$ cat src/design/edist_pkg.sv
// edist_pkg: shared widths, payload structs and controller/datapath links
// for the streaming euclidean distance block. depends on nothing.

package edist_pkg;

	// element width of both vectors, signed fixed point
	localparam int unsigned ELEM_WIDTH = 16;

	// magnitude of a - b fits in ELEM_WIDTH bits, its square in twice that
	localparam int unsigned DIFF_W = ELEM_WIDTH + 1;
	localparam int unsigned MAG_W  = ELEM_WIDTH;
	localparam int unsigned SQ_W   = 2 * MAG_W;

	// running sum and its root
	localparam int unsigned SUM_W  = 48;
	localparam int unsigned ROOT_W = SUM_W / 2;
	localparam int unsigned REM_W  = ROOT_W + 3;
	localparam int unsigned CNT_W  = $clog2(ROOT_W);
	localparam int unsigned ADD_W  = ((SUM_W > SQ_W) ? SUM_W : SQ_W) + 1;

	localparam logic [SUM_W-1:0] SUM_MAX = '1;

	typedef struct packed {
		logic signed [ELEM_WIDTH-1:0] a_value;
		logic signed [ELEM_WIDTH-1:0] b_value;
		logic                         a_last;
		logic                         b_last;
	} in_item_t;

	typedef struct packed {
		logic [ROOT_W-1:0] distance;
		logic              length_mismatch;
		logic              saturated;
	} out_item_t;

	// controller to datapath
	typedef struct packed {
		logic accept;
		logic start;
		logic step;
		logic load_out;
	} edist_cmd_t;

	// datapath to controller
	typedef struct packed {
		logic in_end;
		logic end_at_sum;
		logic root_last;
	} edist_status_t;

endpackage

$ cat src/design/euclidean_distance_stream.sv
// euclidean_distance_stream: top level, controller plus datapath.
// depends on edist_pkg, edist_ctrl, edist_dp.

// Streams element pairs of two signed fixed point vectors and returns their
// L2 distance. While a vector is running, one pair is taken per cycle: the
// difference magnitude is registered, squared in the next cycle and added to
// a saturating 48-bit sum in the one after. An item carrying either last mark
// closes the vector: the input then stalls while the pipeline drains, the sum
// is handed to a restoring square root that retires two sum bits per cycle,
// and the floor root, the length mismatch flag and the saturation flag are
// loaded into the output register. The sum is cleared when the root starts,
// and the next vector may be fed while its predecessor's result still waits
// in the output register; only a second finished result waits for that
// register to empty.

module euclidean_distance_stream (
	input  logic                 clk,
	input  logic                 arst_n,
	input  logic                 in_valid,
	output logic                 in_ready,
	input  edist_pkg::in_item_t  in_data,
	output logic                 out_valid,
	input  logic                 out_ready,
	output edist_pkg::out_item_t out_data
);
	import edist_pkg::*;

	// command and status links between sequencer and datapath
	edist_cmd_t    cmd;
	edist_status_t status;

	// sequencer: owns the handshakes and walks drain, root and unload
	edist_ctrl u_ctrl (
		.clk       (clk),
		.arst_n    (arst_n),
		.in_valid  (in_valid),
		.in_ready  (in_ready),
		.out_valid (out_valid),
		.out_ready (out_ready),
		.cmd       (cmd),
		.status    (status)
	);

	// datapath: square pipeline, accumulator, root unit and result payload
	edist_dp u_dp (
		.clk      (clk),
		.arst_n   (arst_n),
		.in_data  (in_data),
		.out_data (out_data),
		.cmd      (cmd),
		.status   (status)
	);

endmodule

$ cat src/design/edist_ctrl.sv
// edist_ctrl: sequencing state machine and output valid flag.
// depends on edist_pkg.

module edist_ctrl (
	input  logic                    clk,
	input  logic                    arst_n,
	input  logic                    in_valid,
	output logic                    in_ready,
	output logic                    out_valid,
	input  logic                    out_ready,
	output edist_pkg::edist_cmd_t   cmd,
	input  edist_pkg::edist_status_t status
);
	import edist_pkg::*;

	typedef enum logic [4:0] {
		ST_ACCUM = 5'b00001,
		ST_DRAIN = 5'b00010,
		ST_START = 5'b00100,
		ST_ROOT  = 5'b01000,
		ST_DONE  = 5'b10000
	} state_t;

	state_t state_q;
	state_t state_d;
	logic   out_valid_q;

	assign in_ready  = (state_q == ST_ACCUM);
	assign out_valid = out_valid_q;

	always_comb begin
		cmd          = '0;
		cmd.accept   = in_valid && in_ready;
		cmd.start    = (state_q == ST_START);
		cmd.step     = (state_q == ST_ROOT);
		cmd.load_out = (state_q == ST_DONE) && (!out_valid_q || out_ready);
	end

	always_comb begin
		state_d = state_q;
		unique case (state_q)
			ST_ACCUM: begin
				if (cmd.accept && status.in_end) state_d = ST_DRAIN;
			end
			ST_DRAIN: begin
				if (status.end_at_sum) state_d = ST_START;
			end
			ST_START: state_d = ST_ROOT;
			ST_ROOT: begin
				if (status.root_last) state_d = ST_DONE;
			end
			ST_DONE: begin
				if (cmd.load_out) state_d = ST_ACCUM;
			end
			default: state_d = ST_ACCUM;
		endcase
	end

	always_ff @(posedge clk or negedge arst_n) begin
		if (!arst_n) begin
			state_q     <= ST_ACCUM;
			out_valid_q <= 1'b0;
		end else begin
			state_q <= state_d;
			if (cmd.load_out) begin
				out_valid_q <= 1'b1;
			end else if (out_ready) begin
				out_valid_q <= 1'b0;
			end
		end
	end

endmodule

$ cat src/design/edist_dp.sv
// edist_dp: difference/square pipeline, saturating sum, bit-pair square root
// and output payload register. depends on edist_pkg.

module edist_dp (
	input  logic                     clk,
	input  logic                     arst_n,
	input  edist_pkg::in_item_t      in_data,
	output edist_pkg::out_item_t     out_data,
	input  edist_pkg::edist_cmd_t    cmd,
	output edist_pkg::edist_status_t status
);
	import edist_pkg::*;

	// stage 1: magnitude of the difference
	logic                valid_s1;
	logic [MAG_W-1:0]    mag_s1;
	logic                a_last_s1;
	logic                b_last_s1;
	// stage 2: exact square
	logic                valid_s2;
	logic [SQ_W-1:0]     sq_s2;
	logic                a_last_s2;
	logic                b_last_s2;
	// accumulator
	logic [SUM_W-1:0]    sum_q;
	logic                ovf_q;
	logic                mism_q;
	logic                sat_q;
	// square root unit
	logic [SUM_W-1:0]    xs_q;
	logic [REM_W-1:0]    rem_q;
	logic [ROOT_W-1:0]   root_q;
	logic [CNT_W-1:0]    cnt_q;
	out_item_t           out_q;

	logic signed [DIFF_W-1:0] diff;
	logic signed [DIFF_W-1:0] diff_abs;
	logic [ADD_W-1:0]         total;
	logic                     total_over;
	logic [REM_W-1:0]         rem_sh;
	logic [REM_W-1:0]         trial;
	logic                     fits;

	always_comb begin
		diff     = $signed({in_data.a_value[ELEM_WIDTH-1], in_data.a_value})
		         - $signed({in_data.b_value[ELEM_WIDTH-1], in_data.b_value});
		diff_abs = diff[DIFF_W-1] ? -diff : diff;
	end

	assign total      = ADD_W'(sum_q) + ADD_W'(sq_s2);
	assign total_over = (total[ADD_W-1:SUM_W] != '0);

	assign rem_sh = {rem_q[REM_W-3:0], xs_q[SUM_W-1 -: 2]};
	assign trial  = REM_W'({root_q, 2'b01});
	assign fits   = (rem_sh >= trial);

	assign status.in_end     = in_data.a_last || in_data.b_last;
	assign status.end_at_sum = valid_s2 && (a_last_s2 || b_last_s2);
	assign status.root_last  = (cnt_q == '0);

	assign out_data = out_q;

	// pipeline valid bits and the saturating accumulator
	always_ff @(posedge clk or negedge arst_n) begin
		if (!arst_n) begin
			valid_s1 <= 1'b0;
			valid_s2 <= 1'b0;
			sum_q    <= '0;
			ovf_q    <= 1'b0;
		end else begin
			valid_s1 <= cmd.accept;
			valid_s2 <= valid_s1;
			if (cmd.start) begin
				sum_q <= '0;
				ovf_q <= 1'b0;
			end else if (valid_s2) begin
				if (total_over) begin
					sum_q <= SUM_MAX;
					ovf_q <= 1'b1;
				end else begin
					sum_q <= total[SUM_W-1:0];
				end
			end
		end
	end

	always_ff @(posedge clk) begin
		if (cmd.accept) begin
			mag_s1    <= diff_abs[MAG_W-1:0];
			a_last_s1 <= in_data.a_last;
			b_last_s1 <= in_data.b_last;
		end
		if (valid_s1) begin
			sq_s2     <= mag_s1 * mag_s1;
			a_last_s2 <= a_last_s1;
			b_last_s2 <= b_last_s1;
		end
		if (status.end_at_sum) begin
			mism_q <= a_last_s2 ^ b_last_s2;
		end
		if (cmd.start) begin
			xs_q   <= sum_q;
			rem_q  <= '0;
			root_q <= '0;
			cnt_q  <= CNT_W'(ROOT_W - 1);
			sat_q  <= ovf_q;
		end else if (cmd.step) begin
			xs_q  <= {xs_q[SUM_W-3:0], 2'b00};
			cnt_q <= cnt_q - 1'b1;
			if (fits) begin
				rem_q  <= rem_sh - trial;
				root_q <= {root_q[ROOT_W-2:0], 1'b1};
			end else begin
				rem_q  <= rem_sh;
				root_q <= {root_q[ROOT_W-2:0], 1'b0};
			end
		end
		if (cmd.load_out) begin
			out_q.distance        <= root_q;
			out_q.length_mismatch <= mism_q;
			out_q.saturated       <= sat_q;
		end
	end

	a_start_empty: assert property (@(posedge clk) disable iff (!arst_n)
		cmd.start |-> (!valid_s1 && !valid_s2))
		else $error("root started with items still in the pipeline");

	a_start_clears: assert property (@(posedge clk) disable iff (!arst_n)
		cmd.start |=> (sum_q == '0 && !ovf_q))
		else $error("sum not cleared after root start");

	a_ovf_pins_max: assert property (@(posedge clk) disable iff (!arst_n)
		ovf_q |-> (sum_q == SUM_MAX))
		else $error("overflow flag set but sum not at maximum");

endmodule
$ cat config.mk
export PLATFORM = sky130hd
export DESIGN_NAME = euclidean_distance_stream
export DESIGN_NICKNAME = d
export VERILOG_FILES = /design/src/design/edist_pkg.sv /design/src/design/euclidean_distance_stream.sv /design/src/design/edist_ctrl.sv /design/src/design/edist_dp.sv
export SDC_FILE = /design/constraint.sdc
export NUM_CORES = 1
export LEC_CHECK = 0
export BUFFER_PORTS_ARGS = -buffer_cell sky130_fd_sc_hd__clkbuf_2
export CORE_UTILIZATION = 58
export DETAILED_ROUTE_END_ITERATION = 10
export HOLD_SLACK_MARGIN = 0.02
export PLACE_DENSITY = 0.85
export SYNTH_ARGS = -nofsm -noshare
export SYNTH_HDL_FRONTEND = slang
export SYNTH_SLANG_ARGS = --single-unit
$ cat constraint.sdc
create_clock -name clk -period 6.5 [get_ports clk]
set_input_delay 1.3 -clock clk [delete_from_list [all_inputs] [get_ports clk]]
set_output_delay 1.3 -clock clk [all_outputs]
set_load 0.02 [all_outputs]
==> impl_metrics.yaml <==
clock_network:
  cts_max_level: 1
  clkSlewWorstSetupHoldPaths_ns: 0.07
  cts_hold_buffers: 0
  clkSinkCount: 238
  clk_latency_ns: 0.56
  cts_tree: "built"
  cts_root_buf: "clkbuf_16"
  clockBufferDepth: 3
  numCtsBuffers: 26
routing:
  dr_total_vias: 15400
  drt_first_iter_violations: 1239
  first_pass_iters: 8
  drt-vias-per-instance: 5.71
  wl_um: 44500
  antenna_left: 0
  drc: 0
  wire_per_inst_um: 16.5
die:
  die_area_sq_um: 35600
  pin_count: 66
  initial_core_util_pct: 59.6
  die_x_um: 189
  die_h_um: 189
  rows: 67
  core-area_sq_um: 33900
finish:
  nNetsFinal: 2607
  fin_area_sq_um: 22200
  final_core_util_pct: 65.6
  diodes: 0
  syn_to_final_growth_pct: 10.1
  drive_gt1_share_pct: 10.4
placed_design:
  hpwlAfterDp_um: 32800
  portBuffers: 65
  dpl_cell_area_sq_um: 21100
  place.gp.congestion: 0.937
critical_path:
  max_stage_delay_ns: 0.55
  path_class: "flop to flop"
  crit_slowest_cell: "fa_1"
  cp_data_arrival_time_ns: 6.72
  path_cells: "clkbuf_2 -> and2_1 -> fa_1 -> inv_1 -> fa_1 -> inv_1 -> fa_1 -> fa_1 -> fa_1 -> inv_1 -> fa_1 -> inv_1 -> ha_2 -> nand4_1 -> nor3_1 -> nand3_1 -> a311oi_2 -> a21o_1 -> a21oi_2 -> o21bai_1 -> a21oi_1 -> xnor2_1"
  cp_num_buf_inv: 5
  start_kind: "flop"
  cp_max_fo: 6
  required_ns: 6.80
  cp_top_family: "adder cells"
  critPathCaptureType: "flop"
  cp_common_cell: "fa_1"
global_routing:
  grt.total_usage_pct: 25.0
  grt_first_pass_wirelength_um: 74100
  grt_max_degree: 94
  grt_pass1_vias: 15900
  antenna_found_initial: 0
  overflow: 0
yosys:
  synth.top_cell.area_share_pct: 18.9
  seq_area_frac_synth_pct: 31.3
  ys.flop_type: "edfxtp_1"
  yosys-top-cells-area: "edfxtp_1 (19%), fa_1 (16%), ha_1 (11%)"
  ys_types: 85
  syn_nets: 2531
  synth_edf_count: 127
  synthArstFlopShare_pct: 23.9
  synth_area_sq_um: 20200
  synth_area_per_cell_sq_um: 9.39
  syn_inst: 2151
  yosysWarnings: 0
  ys_seq_elements: 238
  yosysTopAreaCell: "edfxtp_1"
sta:
  slew_violations: 0
  period_minus_slack_ns: 6.42
  relSlewSlack_pct: 26.7
  fmax_mhz: 156
  hold_ws_ns: 0.429
  final.setup_skew_ns: 0.0276
  worstMarginPinSlew_ns: 1.10
  setup_violations: 0
  hold_viol_final: 0
  final.period_utilization_pct: 98.7
run:
  drv_cap: 0
min_path:
  worst_hold_path_type: "flop to flop"
status:
  status: "complete, no violations"
-- cell type report --
| cell class | instances | area, sq um |
|---|---|---|
| clock buffer | 31 | 712 |
| clock inverter | 17 | 164 |
| fill | 2550 | 11600 |
| inverter | 334 | 1250 |
| multi-input combinational | 1508 | 12500 |
| sequential | 238 | 6320 |
| tap | 448 | 561 |
| timing repair buffer | 119 | 728 |
-- cells by family (layout without fill, tap and decap cells) --
logic type | count (synthesis) | in the layout | share of synthesized area, %
buffers and inverters | 405 | 501 | 7.66
adder cells (fa/ha/maj) | 342 | 342 | 27.3
XOR/XNOR | 119 | 119 | 5.16
AO/OA/AOI/OAI | 422 | 422 | 13.4
flip-flops | 238 | 238 | 31.3
AND/OR/NAND/NOR | 594 | 594 | 13.6
multiplexers | 31 | 31 | 1.55
-- per-stage QoR --
step / cells / worst slack [ns] / TNS (ns)
CTS: 2675 / 0.0131 / 0
finish: 2695 / 0.0840 / 0
detailed placement: 2625 / -0.0251 / -0.0370
global placement: 2625 / 0.119 / 0
global route: 2695 / -0.167 / -0.542
floorplan: 2151 / 0.242 / 0
-- synthesized netlist by cell type, types with 29 or more instances --
master and instances:
ha_1 177, dfxtp_1 54, a21o_1 50, xnor2_1 70, dfrtp_1 56, edfxtp_1 127, and2_1 45, inv_1 334
nand2_1 308, o21ai_0 95, mux2i_1 29, fa_1 165, clkbuf_1 56, nor2_1 91, xor2_1 49, a21oi_1 125
-- registers in the layout, indices dropped and copies added (netlist names), 5 cells and up --
signal          flops
u_dp.sq_s2         31
u_dp.rem_q         25
u_dp.root_q        24
u_dp.out_data      26
u_dp.sum_q         48
u_ctrl.state_q      5
u_dp.mag_s1        16
u_dp.xs_q          48
u_dp.cnt_q          5
-- repair_timing --
item | CTS | global route
endpoints found under the setup margin | 2 | 8
setup buffers | 2 | 20
pin swaps | 0 | 13
gates resized for setup | 1 | 29
-- layout by cell type, fill, tap and decap left out, types with 7 or more instances in the layout --
cell type,synthesis,layout
clkbuf_16,0,28
o21ai_1,13,12
nand3_1,25,24
ha_1,177,170
a211oi_1,10,9
xnor2_1,70,69
and4_1,8,8
fa_1,165,165
inv_1,334,332
xor2_1,49,49
nand4_1,18,18
nor2b_1,14,14
and3_1,16,16
o21a_1,14,14
nand2_1,308,308
nor2_1,91,89
edfxtp_1,127,127
o21bai_1,15,15
a21oi_1,125,120
a21oi_2,3,7
and2_1,45,44
mux2i_1,29,29
a21o_1,50,50
o22ai_1,12,12
dfxtp_1,54,54
or3_1,8,8
nor3_1,23,23
buf_4,3,53
dfrtp_1,56,55
o21ai_0,95,94
o211ai_1,7,7
nand2b_1,9,9
clkbuf_2,0,66
a31oi_1,12,12
clkinv_2,0,9
-- worst paths after layout --
check	end	start	slack [ns]	depth (start not counted)
min reg2reg	u_dp.out_data[7]$_DFFE_PP_	u_dp.root_q[5]$_SDFFE_PP0N_	0.43	0
min in group asynchronous	u_ctrl.state_q[4]$_DFFE_PN0P_	arst_n	0.90	2
max reg2reg	u_dp.sq_s2[25]$_DFFE_PP_	u_dp.mag_s1[5]$_DFFE_PP_	0.08	22
max	u_dp.sq_s2[25]$_DFFE_PP_	u_dp.mag_s1[5]$_DFFE_PP_	0.08	22
min	u_dp.out_data[7]$_DFFE_PP_	u_dp.root_q[5]$_SDFFE_PP0N_	0.43	0
max in group asynchronous	u_dp.valid_s2$_DFF_PN0_	arst_n	5.03	2
-- metal layers --
| layer | wire [um] | global-route usage [%] | vias up |
|---|---|---|---|
| met5 | 0 | 0 | - |
| li1 | - | - | 7334 |
| met2 | 22400 | 45.0 | 483 |
| met1 | 18500 | 31.3 | 7456 |
| met3 | 2190 | 2.78 | 107 |
| met4 | 1310 | 8.00 | 0 |
Power is left out: the tool's default activity adds up to more than one toggle a clock period on the data nets, which glitch-free logic cannot reach.
